$ cat src/rtl/wfm_pkg.sv
// Shared constants, mode codes and stage tag type for the weight falloff mapper.
package wfm_pkg;

  localparam int WEIGHT_W      = 17;
  localparam int MODE_W        = 3;
  localparam int FRAC_BITS_DEF = 16;

  localparam logic [MODE_W-1:0] MODE_SHARP  = 3'd0;
  localparam logic [MODE_W-1:0] MODE_SMOOTH = 3'd1;
  localparam logic [MODE_W-1:0] MODE_ROOT   = 3'd2;
  localparam logic [MODE_W-1:0] MODE_SPHERE = 3'd3;
  localparam logic [MODE_W-1:0] MODE_STEP   = 3'd4;
  localparam logic [MODE_W-1:0] MODE_PASS   = 3'd5;

  typedef struct packed {
    logic                is_last;
    logic                use_root;
    logic [WEIGHT_W-1:0] value;
  } wfm_tag_t;

endpackage

$ cat src/rtl/wfm_in_if.sv
// Input word channel of the weight falloff mapper.
interface wfm_in_if;
  logic                         valid;
  logic                         ready;
  logic [wfm_pkg::WEIGHT_W-1:0] weight_in;
  logic                         is_last_in;

  modport source (output valid, weight_in, is_last_in, input ready);
  modport sink   (input valid, weight_in, is_last_in, output ready);
endinterface

$ cat src/rtl/wfm_out_if.sv
// Output word channel of the weight falloff mapper.
interface wfm_out_if;
  logic                         valid;
  logic                         ready;
  logic [wfm_pkg::WEIGHT_W-1:0] weight_out;
  logic                         is_last_out;

  modport source (output valid, weight_out, is_last_out, input ready);
  modport sink   (input valid, weight_out, is_last_out, output ready);
endinterface

$ cat src/rtl/weight_falloff_mapper.sv
// Top level of the weight falloff mapper: saturation, products, square root and output stage.
//
// Each word is mapped through the curve selected by the mode register (sharp, smooth,
// root, sphere, step or pass-through) and passes through stage A, stage B, stage C,
// the square root digit stages and the output stage before it leaves the block. The
// square root takes one result bit per stage, so its digit count sets the depth. One
// word enters and one leaves in every cycle while the output is not stalled; every
// stage holds its word while the one after it is full, and bubbles close up, so a
// stalled output keeps taking words until the pipeline is full. The mode is sampled
// as a word enters, and the batch-end marker travels with it.
module weight_falloff_mapper #(
  parameter int FRAC_BITS = wfm_pkg::FRAC_BITS_DEF
) (
  input  logic                       clk_i,
  input  logic                       rst_ni,
  input  logic                       cfg_we_i,
  input  logic [wfm_pkg::MODE_W-1:0] cfg_wdata_i,
  wfm_in_if.sink                     in_i,
  wfm_out_if.source                  out_o
);

  localparam int WW = wfm_pkg::WEIGHT_W;
  localparam int CW = ((FRAC_BITS + 1 > WW) ? FRAC_BITS + 1 : WW) + 1;
  localparam int KW = (FRAC_BITS + 3 > WW + 2) ? FRAC_BITS + 3 : WW + 2;
  localparam int PW = WW + KW;
  localparam int RW = WW + FRAC_BITS + 1;
  localparam int XW = (RW > 2 * WW) ? RW : 2 * WW;
  localparam int NB = (RW + 1) / 2;
  localparam int NS = NB + 4;
  localparam int OW = $clog2(NS + 1);

  localparam logic [CW-1:0] OneC  = CW'(1) << FRAC_BITS;
  localparam logic [CW-1:0] HalfC = OneC >> 1;
  localparam logic [KW-1:0] OneK  = KW'(1) << FRAC_BITS;
  localparam logic [KW-1:0] OneK3 = (OneK << 1) + OneK;

  logic [NS-1:0] vld;
  logic [NS:0]   rdy;

  logic [wfm_pkg::MODE_W-1:0] mode_q;

  // Stage A: saturated weight.
  logic                       a_v_q;
  logic [WW-1:0]              a_raw_q;
  logic [WW-1:0]              a_f_q;
  logic [wfm_pkg::MODE_W-1:0] a_mode_q;
  logic                       a_last_q;
  logic [WW-1:0]              f_d;

  // Stage B: square of the weight.
  logic                       b_v_q;
  logic [WW-1:0]              b_raw_q;
  logic [WW-1:0]              b_f_q;
  logic [wfm_pkg::MODE_W-1:0] b_mode_q;
  logic                       b_last_q;
  logic [2*WW-1:0]            b_ff_q;
  logic [2*WW-1:0]            ff_d;

  // Stage C: curve value and square root radicand.
  logic                       c_v_q;
  wfm_pkg::wfm_tag_t          c_tag_q;
  logic [RW-1:0]              c_rad_q;
  wfm_pkg::wfm_tag_t          tag_d;
  logic [RW-1:0]              rad_d;
  logic [2*WW-1:0]            sq_x;
  logic [WW-1:0]              sq;
  logic [KW-1:0]              kfac;
  logic [PW-1:0]              prod;
  logic [PW-1:0]              smooth_x;
  logic [XW-1:0]              f_x;
  logic [XW-1:0]              ff_x;
  logic [XW-1:0]              rad_x;
  logic                       step_hi;

  logic              sq_v    [0:NB];
  wfm_pkg::wfm_tag_t sq_tag  [0:NB];
  logic [RW-1:0]     sq_rem  [0:NB];
  logic [RW-1:0]     sq_root [0:NB];

  logic          out_v_q;
  logic [WW-1:0] out_w_q;
  logic          out_last_q;

  logic [OW-1:0] occ_q;

  // A stage takes a new word when it is empty or the stage after it moves on.
  assign rdy[NS] = out_o.ready;
  for (genvar k = 0; k < NS; k++) begin : g_rdy
    assign rdy[k] = !vld[k] || rdy[k+1];
  end

  assign in_i.ready = rdy[0];

  always_ff @(posedge clk_i or negedge rst_ni) begin
    if (!rst_ni) begin
      mode_q <= wfm_pkg::MODE_PASS;
    end else if (cfg_we_i) begin
      mode_q <= cfg_wdata_i;
    end
  end

  assign f_d = (CW'(in_i.weight_in) > OneC) ? OneC[WW-1:0] : in_i.weight_in;

  always_ff @(posedge clk_i or negedge rst_ni) begin
    if (!rst_ni) begin
      a_v_q <= 1'b0;
      b_v_q <= 1'b0;
      c_v_q <= 1'b0;
    end else begin
      if (rdy[0]) a_v_q <= in_i.valid;
      if (rdy[1]) b_v_q <= a_v_q;
      if (rdy[2]) c_v_q <= b_v_q;
    end
  end

  always_ff @(posedge clk_i) begin
    if (rdy[0]) begin
      a_raw_q  <= in_i.weight_in;
      a_f_q    <= f_d;
      a_mode_q <= mode_q;
      a_last_q <= in_i.is_last_in;
    end
    if (rdy[1]) begin
      b_raw_q  <= a_raw_q;
      b_f_q    <= a_f_q;
      b_mode_q <= a_mode_q;
      b_last_q <= a_last_q;
      b_ff_q   <= ff_d;
    end
    if (rdy[2]) begin
      c_tag_q <= tag_d;
      c_rad_q <= rad_d;
    end
  end

  assign ff_d = (2 * WW)'(a_f_q) * (2 * WW)'(a_f_q);

  always_comb begin
    sq_x     = b_ff_q >> FRAC_BITS;
    sq       = sq_x[WW-1:0];
    kfac     = OneK3 - (KW'(b_f_q) << 1);
    prod     = PW'(sq) * PW'(kfac);
    smooth_x = prod >> FRAC_BITS;
    step_hi  = (CW'(b_f_q) >= HalfC);
    f_x      = XW'(b_f_q);
    ff_x     = XW'(b_ff_q);
    if (b_mode_q == wfm_pkg::MODE_SPHERE) begin
      rad_x = (f_x << (FRAC_BITS + 1)) - ff_x;
    end else begin
      rad_x = f_x << FRAC_BITS;
    end
    rad_d = rad_x[RW-1:0];

    tag_d.is_last  = b_last_q;
    tag_d.use_root = 1'b0;
    unique case (b_mode_q)
      wfm_pkg::MODE_SHARP:  tag_d.value = sq;
      wfm_pkg::MODE_SMOOTH: tag_d.value = smooth_x[WW-1:0];
      wfm_pkg::MODE_ROOT, wfm_pkg::MODE_SPHERE: begin
        tag_d.value    = '0;
        tag_d.use_root = 1'b1;
      end
      wfm_pkg::MODE_STEP:   tag_d.value = step_hi ? OneC[WW-1:0] : '0;
      default:              tag_d.value = b_raw_q;
    endcase
  end

  assign vld[0] = a_v_q;
  assign vld[1] = b_v_q;
  assign vld[2] = c_v_q;

  assign sq_v[0]    = c_v_q;
  assign sq_tag[0]  = c_tag_q;
  assign sq_rem[0]  = c_rad_q;
  assign sq_root[0] = '0;

  for (genvar j = 0; j < NB; j++) begin : g_sqrt
    wfm_sqrt_step #(
      .RAD_W   (RW),
      .BIT_POS (2 * (NB - 1 - j))
    ) u_step (
      .clk_i   (clk_i),
      .rst_ni  (rst_ni),
      .en_i    (rdy[3+j]),
      .valid_i (sq_v[j]),
      .tag_i   (sq_tag[j]),
      .rem_i   (sq_rem[j]),
      .root_i  (sq_root[j]),
      .valid_o (sq_v[j+1]),
      .tag_o   (sq_tag[j+1]),
      .rem_o   (sq_rem[j+1]),
      .root_o  (sq_root[j+1])
    );
    assign vld[3+j] = sq_v[j+1];
  end

  always_ff @(posedge clk_i or negedge rst_ni) begin
    if (!rst_ni) begin
      out_v_q <= 1'b0;
    end else if (rdy[NS-1]) begin
      out_v_q <= sq_v[NB];
    end
  end

  always_ff @(posedge clk_i) begin
    if (rdy[NS-1]) begin
      out_w_q    <= sq_tag[NB].use_root ? sq_root[NB][WW-1:0] : sq_tag[NB].value;
      out_last_q <= sq_tag[NB].is_last;
    end
  end

  assign vld[NS-1]         = out_v_q;
  assign out_o.valid       = out_v_q;
  assign out_o.weight_out  = out_w_q;
  assign out_o.is_last_out = out_last_q;

  // Words in flight, kept only to cross-check the stage valid bits.
  always_ff @(posedge clk_i or negedge rst_ni) begin
    if (!rst_ni) begin
      occ_q <= '0;
    end else begin
      occ_q <= occ_q + OW'(in_i.valid && in_i.ready) - OW'(out_o.valid && out_o.ready);
    end
  end

  a_occupancy: assert property (@(posedge clk_i) disable iff (!rst_ni)
    occ_q == OW'($countones(vld)))
    else $error("word count does not match the stage valid bits");

  a_ready_when_drained: assert property (@(posedge clk_i) disable iff (!rst_ni)
    !out_v_q |-> in_i.ready)
    else $error("input stalled while the output stage is empty");

  a_root_remainder: assert property (@(posedge clk_i) disable iff (!rst_ni)
    (sq_v[NB] && sq_tag[NB].use_root) |-> (sq_rem[NB] <= (sq_root[NB] << 1)))
    else $error("square root remainder out of range");

endmodule

$ cat src/rtl/wfm_sqrt_step.sv
// One registered digit step of the pipelined integer square root.
module wfm_sqrt_step #(
  parameter int RAD_W   = 34,
  parameter int BIT_POS = 32
) (
  input  logic              clk_i,
  input  logic              rst_ni,
  input  logic              en_i,
  input  logic              valid_i,
  input  wfm_pkg::wfm_tag_t tag_i,
  input  logic [RAD_W-1:0]  rem_i,
  input  logic [RAD_W-1:0]  root_i,
  output logic              valid_o,
  output wfm_pkg::wfm_tag_t tag_o,
  output logic [RAD_W-1:0]  rem_o,
  output logic [RAD_W-1:0]  root_o
);

  localparam logic [RAD_W-1:0] BitVal = RAD_W'(1) << BIT_POS;

  logic [RAD_W-1:0] trial;
  logic             take;
  logic [RAD_W-1:0] rem_d;
  logic [RAD_W-1:0] root_d;
  logic             valid_q;
  wfm_pkg::wfm_tag_t tag_q;
  logic [RAD_W-1:0] rem_q;
  logic [RAD_W-1:0] root_q;

  always_comb begin
    trial = root_i + BitVal;
    take  = (rem_i >= trial);
    if (take) begin
      rem_d  = rem_i - trial;
      root_d = (root_i >> 1) + BitVal;
    end else begin
      rem_d  = rem_i;
      root_d = root_i >> 1;
    end
  end

  always_ff @(posedge clk_i or negedge rst_ni) begin
    if (!rst_ni) begin
      valid_q <= 1'b0;
    end else if (en_i) begin
      valid_q <= valid_i;
    end
  end

  always_ff @(posedge clk_i) begin
    if (en_i) begin
      tag_q  <= tag_i;
      rem_q  <= rem_d;
      root_q <= root_d;
    end
  end

  assign valid_o = valid_q;
  assign tag_o   = tag_q;
  assign rem_o   = rem_q;
  assign root_o  = root_q;

endmodule
$ cat src/flat_wrapper.sv
// flat-port wrapper written by rule: the top's interface ports become plain ports
module weight_falloff_mapper_flat 
#(
  parameter int FRAC_BITS = wfm_pkg::FRAC_BITS_DEF
)
  (clk_i, rst_ni, cfg_we_i, cfg_wdata_i, in_i_valid, in_i_weight_in, in_i_is_last_in, in_i_ready, out_o_valid, out_o_weight_out, out_o_is_last_out, out_o_ready);
  wfm_in_if in_i_i ();
  wfm_out_if out_o_i ();
  input  logic clk_i;
  input  logic rst_ni;
  input  logic cfg_we_i;
  input  logic [wfm_pkg::MODE_W-1:0] cfg_wdata_i;
  input wire logic [$bits(in_i_i.valid)-1:0] in_i_valid;
  input wire logic [$bits(in_i_i.weight_in)-1:0] in_i_weight_in;
  input wire logic [$bits(in_i_i.is_last_in)-1:0] in_i_is_last_in;
  output wire logic [$bits(in_i_i.ready)-1:0] in_i_ready;
  output wire logic [$bits(out_o_i.valid)-1:0] out_o_valid;
  output wire logic [$bits(out_o_i.weight_out)-1:0] out_o_weight_out;
  output wire logic [$bits(out_o_i.is_last_out)-1:0] out_o_is_last_out;
  input wire logic [$bits(out_o_i.ready)-1:0] out_o_ready;
  assign in_i_i.valid = in_i_valid;
  assign in_i_i.weight_in = in_i_weight_in;
  assign in_i_i.is_last_in = in_i_is_last_in;
  assign in_i_ready = in_i_i.ready;
  assign out_o_valid = out_o_i.valid;
  assign out_o_weight_out = out_o_i.weight_out;
  assign out_o_is_last_out = out_o_i.is_last_out;
  assign out_o_i.ready = out_o_ready;
  weight_falloff_mapper #(.FRAC_BITS(FRAC_BITS)) u_core (.clk_i(clk_i), .rst_ni(rst_ni), .cfg_we_i(cfg_we_i), .cfg_wdata_i(cfg_wdata_i), .in_i(in_i_i), .out_o(out_o_i));
endmodule
$ cat config.mk
export PLATFORM = sky130hd
export DESIGN_NAME = weight_falloff_mapper_flat
export DESIGN_NICKNAME = d
export VERILOG_FILES = /design/src/rtl/wfm_pkg.sv /design/src/rtl/wfm_in_if.sv /design/src/rtl/wfm_out_if.sv /design/src/rtl/weight_falloff_mapper.sv /design/src/rtl/wfm_sqrt_step.sv /design/src/flat_wrapper.sv
export SDC_FILE = /design/constraint.sdc
export NUM_CORES = 2
export LEC_CHECK = 0
export BUFFER_PORTS_ARGS = -buffer_cell sky130_fd_sc_hd__buf_2
export CAP_MARGIN = 5
export CELL_PAD_IN_SITES_DETAIL_PLACEMENT = 0
export CELL_PAD_IN_SITES_GLOBAL_PLACEMENT = 1
export CORE_AREA = 2 2 378 380
export CTS_CLUSTER_SIZE = 8
export DETAILED_ROUTE_END_ITERATION = 8
export DIE_AREA = 0 0 380 382
export PLACE_DENSITY_LB_ADDON = 0.1
export SYNTH_ARGS = -nofsm -noshare
export SYNTH_HDL_FRONTEND = slang
export SYNTH_SLANG_ARGS = --single-unit
$ cat constraint.sdc
create_clock -name clk_i -period 8.35 [get_ports clk_i]
set_input_delay 0.4175 -clock clk_i [delete_from_list [all_inputs] [get_ports clk_i]]
set_output_delay 0.4175 -clock clk_i [all_outputs]
set_load 0.05 [all_outputs]
==> results by group <==
Worst setup path
  – Crit path max-delay cell type: sky130_fd_sc_hd__xnor2_1
  – WP data arrival: between 8 and 9 ns
  – Critical-path cell list: nor4_1 -> buf_4 -> and2_1 -> xnor2_1 -> buf_4 -> and2_1 -> fa_1 -> fa_1 -> fa_1 -> fa_1 -> fa_1 -> inv_1 -> fa_1 -> inv_1 -> ha_1 -> or2_2 -> a21oi_1 -> inv_1 -> a32o_1 -> a31oi_2 -> a21oi_1 -> a21oi_1 -> xnor2_1 -> o22ai_1
  – Max stage delay on crit path: about 0.96 ns
  – Critical Path RT: between 8 and 9 ns
  – Critical Setup Path Class: reg -> reg
  – Library cell appearing most often on the critical path: sky130_fd_sc_hd__fa_1
  – Largest fanout on the critical path: 9
  – Startpoint kind of the worst setup timing path: flop
  – Nature of the critical path endpoint: flop

Timing
  – Final max-slew violation count: 0
  – Maximum clock frequency: 126.6 MHz
  – Final critical-path required period: slightly below 8 ns
  – Slew headroom: ~18%
  – Unrepaired setup endpoints after global routing: false
  – Final worst clock skew: about 0.10 ns
  – Post-route fraction of the period consumed by the critical path: 94.59%
  – Setup Total Neg Slack: 0 ns
  – Worst-Margin Slew: between 1 and 1.5 ns
  – Final setup viols: 0
  – Worst-case setup margin in the final layout: ~0.45 ns
  – Final hold vios: 0

Floorplan
  – X dimension of the die: 380 um
  – Floorplan core area: between 100000 and 150000 um^2
  – Die area: around 150000 um^2
  – I/O Pins: 46
  – Row count: ~140
  – Vertical die dimension: around 380 um
  – Starting utilization of the core area: a little under half

Outcome
  – Outcome: finished clean

Final layout
  – Most common library cell in the layout ignoring fill and taps: sky130_fd_sc_hd__edfxtp_1
  – Fin area: roughly 75000 um^2
  – Signed area change from the synthesized netlist to the final layout: 11.82%
  – Most frequent cells in the layout: sky130_fd_sc_hd__edfxtp_1, sky130_fd_sc_hd__inv_1, sky130_fd_sc_hd__fa_1
  – Proportion of layout cells with a drive suffix above 1: roughly 7.7%
  – Final net count: roughly 6.4k
  – Total area of multi-input combinational cells: 27800 um^2
  – Filler Cell Count: between 10k and 15k
  – Antenna diode count: 0
  – Sequential cell area: between 30000 and 40000 um^2
  – Fin cells: 7453

Detailed routing
  – DRC Markers: 0
  – Detailed-routing iteration count for the pre-antenna-repair pass: 6
  – Total via count in the routed design: roughly 38k
  – Number of antenna-violating nets in the routed design: 0
  – Number of DRC markers after the initial detailed-route iteration: between 1.5k and 2k
  – Average detailed-routed wire length per instance: between 15 and 20 um
  – Average vias per placed instance: ~5.2
  – Routed wire length: around 150000 um

Global routing
  – Overflow left after global routing: 0
  – Global-route wire length before repair: roughly 230000 um
  – Global router's overall resource usage: about a fifth
  – Largest net degree at the start of global routing: between 70 and 80
  – Number of global-route vias before repair: between 40k and 50k
  – Initial antenna violation count: 0

Logic synthesis
  – Post-synth top flop: sky130_fd_sc_hd__edfxtp_1
  – Area leader, netlist: sky130_fd_sc_hd__edfxtp_1
  – Net Count, Synth: 6141
  – Post-synthesis sequential area ratio: a little over half
  – Cell count after synthesis: approximately 5.3k
  – Per-instance average area after synthesis: between 10 and 15 um^2
  – Post-synth EDFFs: 1182
  – Async set-reset flop share out of synthesis: roughly 2%
  – Number of synthesized register bits: 1206
  – Synth area leaders: sky130_fd_sc_hd__edfxtp_1, sky130_fd_sc_hd__fa_1, sky130_fd_sc_hd__ha_1
  – Synth top area share: a little over half
  – Warnings from Yosys: 0
  – Area of the mapped netlist: ~67000 um^2
  – Count of different cell masters after synthesis: between 70 and 80

Clock network
  – Number of CTS-inserted buffers: ~170
  – Post-CTS Setup Bufs: 0
  – Clock slew seen by the registers of the worst setup and hold paths: roughly 0.050 ns
  – Clock network latency to the later pin of the worst-skew pair: about 0.8 ns
  – Clock tree from TritonCTS: yes
  – Clock tree root driver cell: sky130_fd_sc_hd__clkbuf_16
  – H-Tree Level Count: 4
  – Clock Tree Buf Depth: 3
  – # clock sinks: approximately 1.2k

Worst hold path
  – Hold Crit Class: in -> reg

Place
  – Dpl cells: between 7k and 8k
  – Placer congestion estimate: between 0.8 and 0.9
  – Port Buffer Count: 45
  – Sum of net half-perimeters after detailed placement: approximately 110000 um
  – Post-Place Setup Slack: around 0.26 ns
  – Placed Area: approximately 70000 um^2

Run
  – Max capacitance violation total: 0
## cells in the mapped netlist, types with 56 or more instances
cell and number:
sky130_fd_sc_hd__a21o_1 64, sky130_fd_sc_hd__nor2b_1 56, sky130_fd_sc_hd__nand2_1 424, sky130_fd_sc_hd__and2_1 208, sky130_fd_sc_hd__xnor2_1 166, sky130_fd_sc_hd__nor2_1 230
sky130_fd_sc_hd__edfxtp_1 1182, sky130_fd_sc_hd__o21ai_0 165, sky130_fd_sc_hd__fa_1 427, sky130_fd_sc_hd__clkbuf_1 107, sky130_fd_sc_hd__inv_1 793, sky130_fd_sc_hd__nor3_1 98
sky130_fd_sc_hd__nor4_1 90, sky130_fd_sc_hd__xor2_1 141, sky130_fd_sc_hd__a21oi_1 163, sky130_fd_sc_hd__o21a_1 58, sky130_fd_sc_hd__ha_1 384
## registers in the layout, summed over array words and instances, names as in the netlist, 16 cells and up
register                      cells
u_core.a_raw_q                   17
u_core.c_tag_q                   19
u_core.b_raw_q                   17
u_core.c_rad_q                   33
u_core.b_ff_q                    33
u_core.g_sqrt.u_step.root_o     153
u_core.a_f_q                     17
u_core.g_sqrt.u_step.valid_o     17
u_core.g_sqrt.u_step.rem_o      528
u_core.g_sqrt.u_step.tag_o      323
u_core.out_o.weight_out          17
u_core.b_f_q                     16
## through the flow
stage               util (%)  hold slack, ns
global placement       49.71          0.4007
global route           53.34          0.1385
CTS                    53.32          0.1147
finish                 53.34          0.1795
floorplan                  -          0.1219
detailed placement     49.71          0.4045
## final timing paths
path,from,endpoint,slack [ns],cells past startpoint
min in group asynchronous,rst_ni,u_core.g_sqrt[12].u_step.valid_o,0.21,2
worst max-delay path,u_core.b_f_q[5],u_core.c_tag_q[16],0.45,24
worst min register to register,u_core.g_sqrt[9].u_step.tag_o[3],u_core.g_sqrt[10].u_step.tag_o[3],0.38,0
worst max register to register,u_core.b_f_q[5],u_core.c_tag_q[16],0.45,24
max in group asynchronous,rst_ni,u_core.c_v_q,7.56,2
worst min-delay path,out_o_ready,u_core.g_sqrt[13].u_step.valid_o,0.18,4
## cell type report
| class | count | area share, % |
|---|---|---|
| clock buffer | 202 | 5.792 |
| clock inverter | 18 | 0.6144 |
| inverter | 793 | 3.961 |
| multi-input combinational | 3192 | 37.00 |
| sequential | 1206 | 48.03 |
| tap | 1890 | 3.147 |
| timing repair buffer | 152 | 1.455 |
## worst max-delay path: cells and delay by family, from the launching register on
kind / cells / cell delay [ns]
adder cells (fa/ha/maj): 7 / 3.56
flip-flops: 1 / 0.45
AND/OR/NAND/NOR: 4 / 0.76
buffers and inverters: 5 / 0.66
XOR/XNOR: 2 / 1.09
AO/OA/AOI/OAI: 6 / 1.10
## cell families after synthesis
group / synth area share [%]
and+or+nand+nor: 10.50
DFF: 53.71
buffers and inverters: 5.085
adders and majority gates: 19.87
AOI/OAI and AO/OA: 5.868
xor gates and xnor gates: 4.025
muxes: 0.9439
## per-layer routing
layer	wire [um]	global-route usage, %	up-vias
met5	0	0	-
met4	4150	6.474	0
met3	4417	2.790	215
met2	80560	39.70	614
met1	57000	23.72	19000
li1	-	-	18600
## what timing repair did
| item | 4_1_cts | 5_1_grt |
|---|---|---|
| hold buffers | 26 | 0 |
| resized for setup | 0 | 6 |
| endpoints found under the hold margin | 60 | 0 |
| setup endpoints to repair | 0 | 7 |
Power is left out: the tool's default activity adds up to more than one toggle a clock period on the data nets, which glitch-free logic cannot reach.
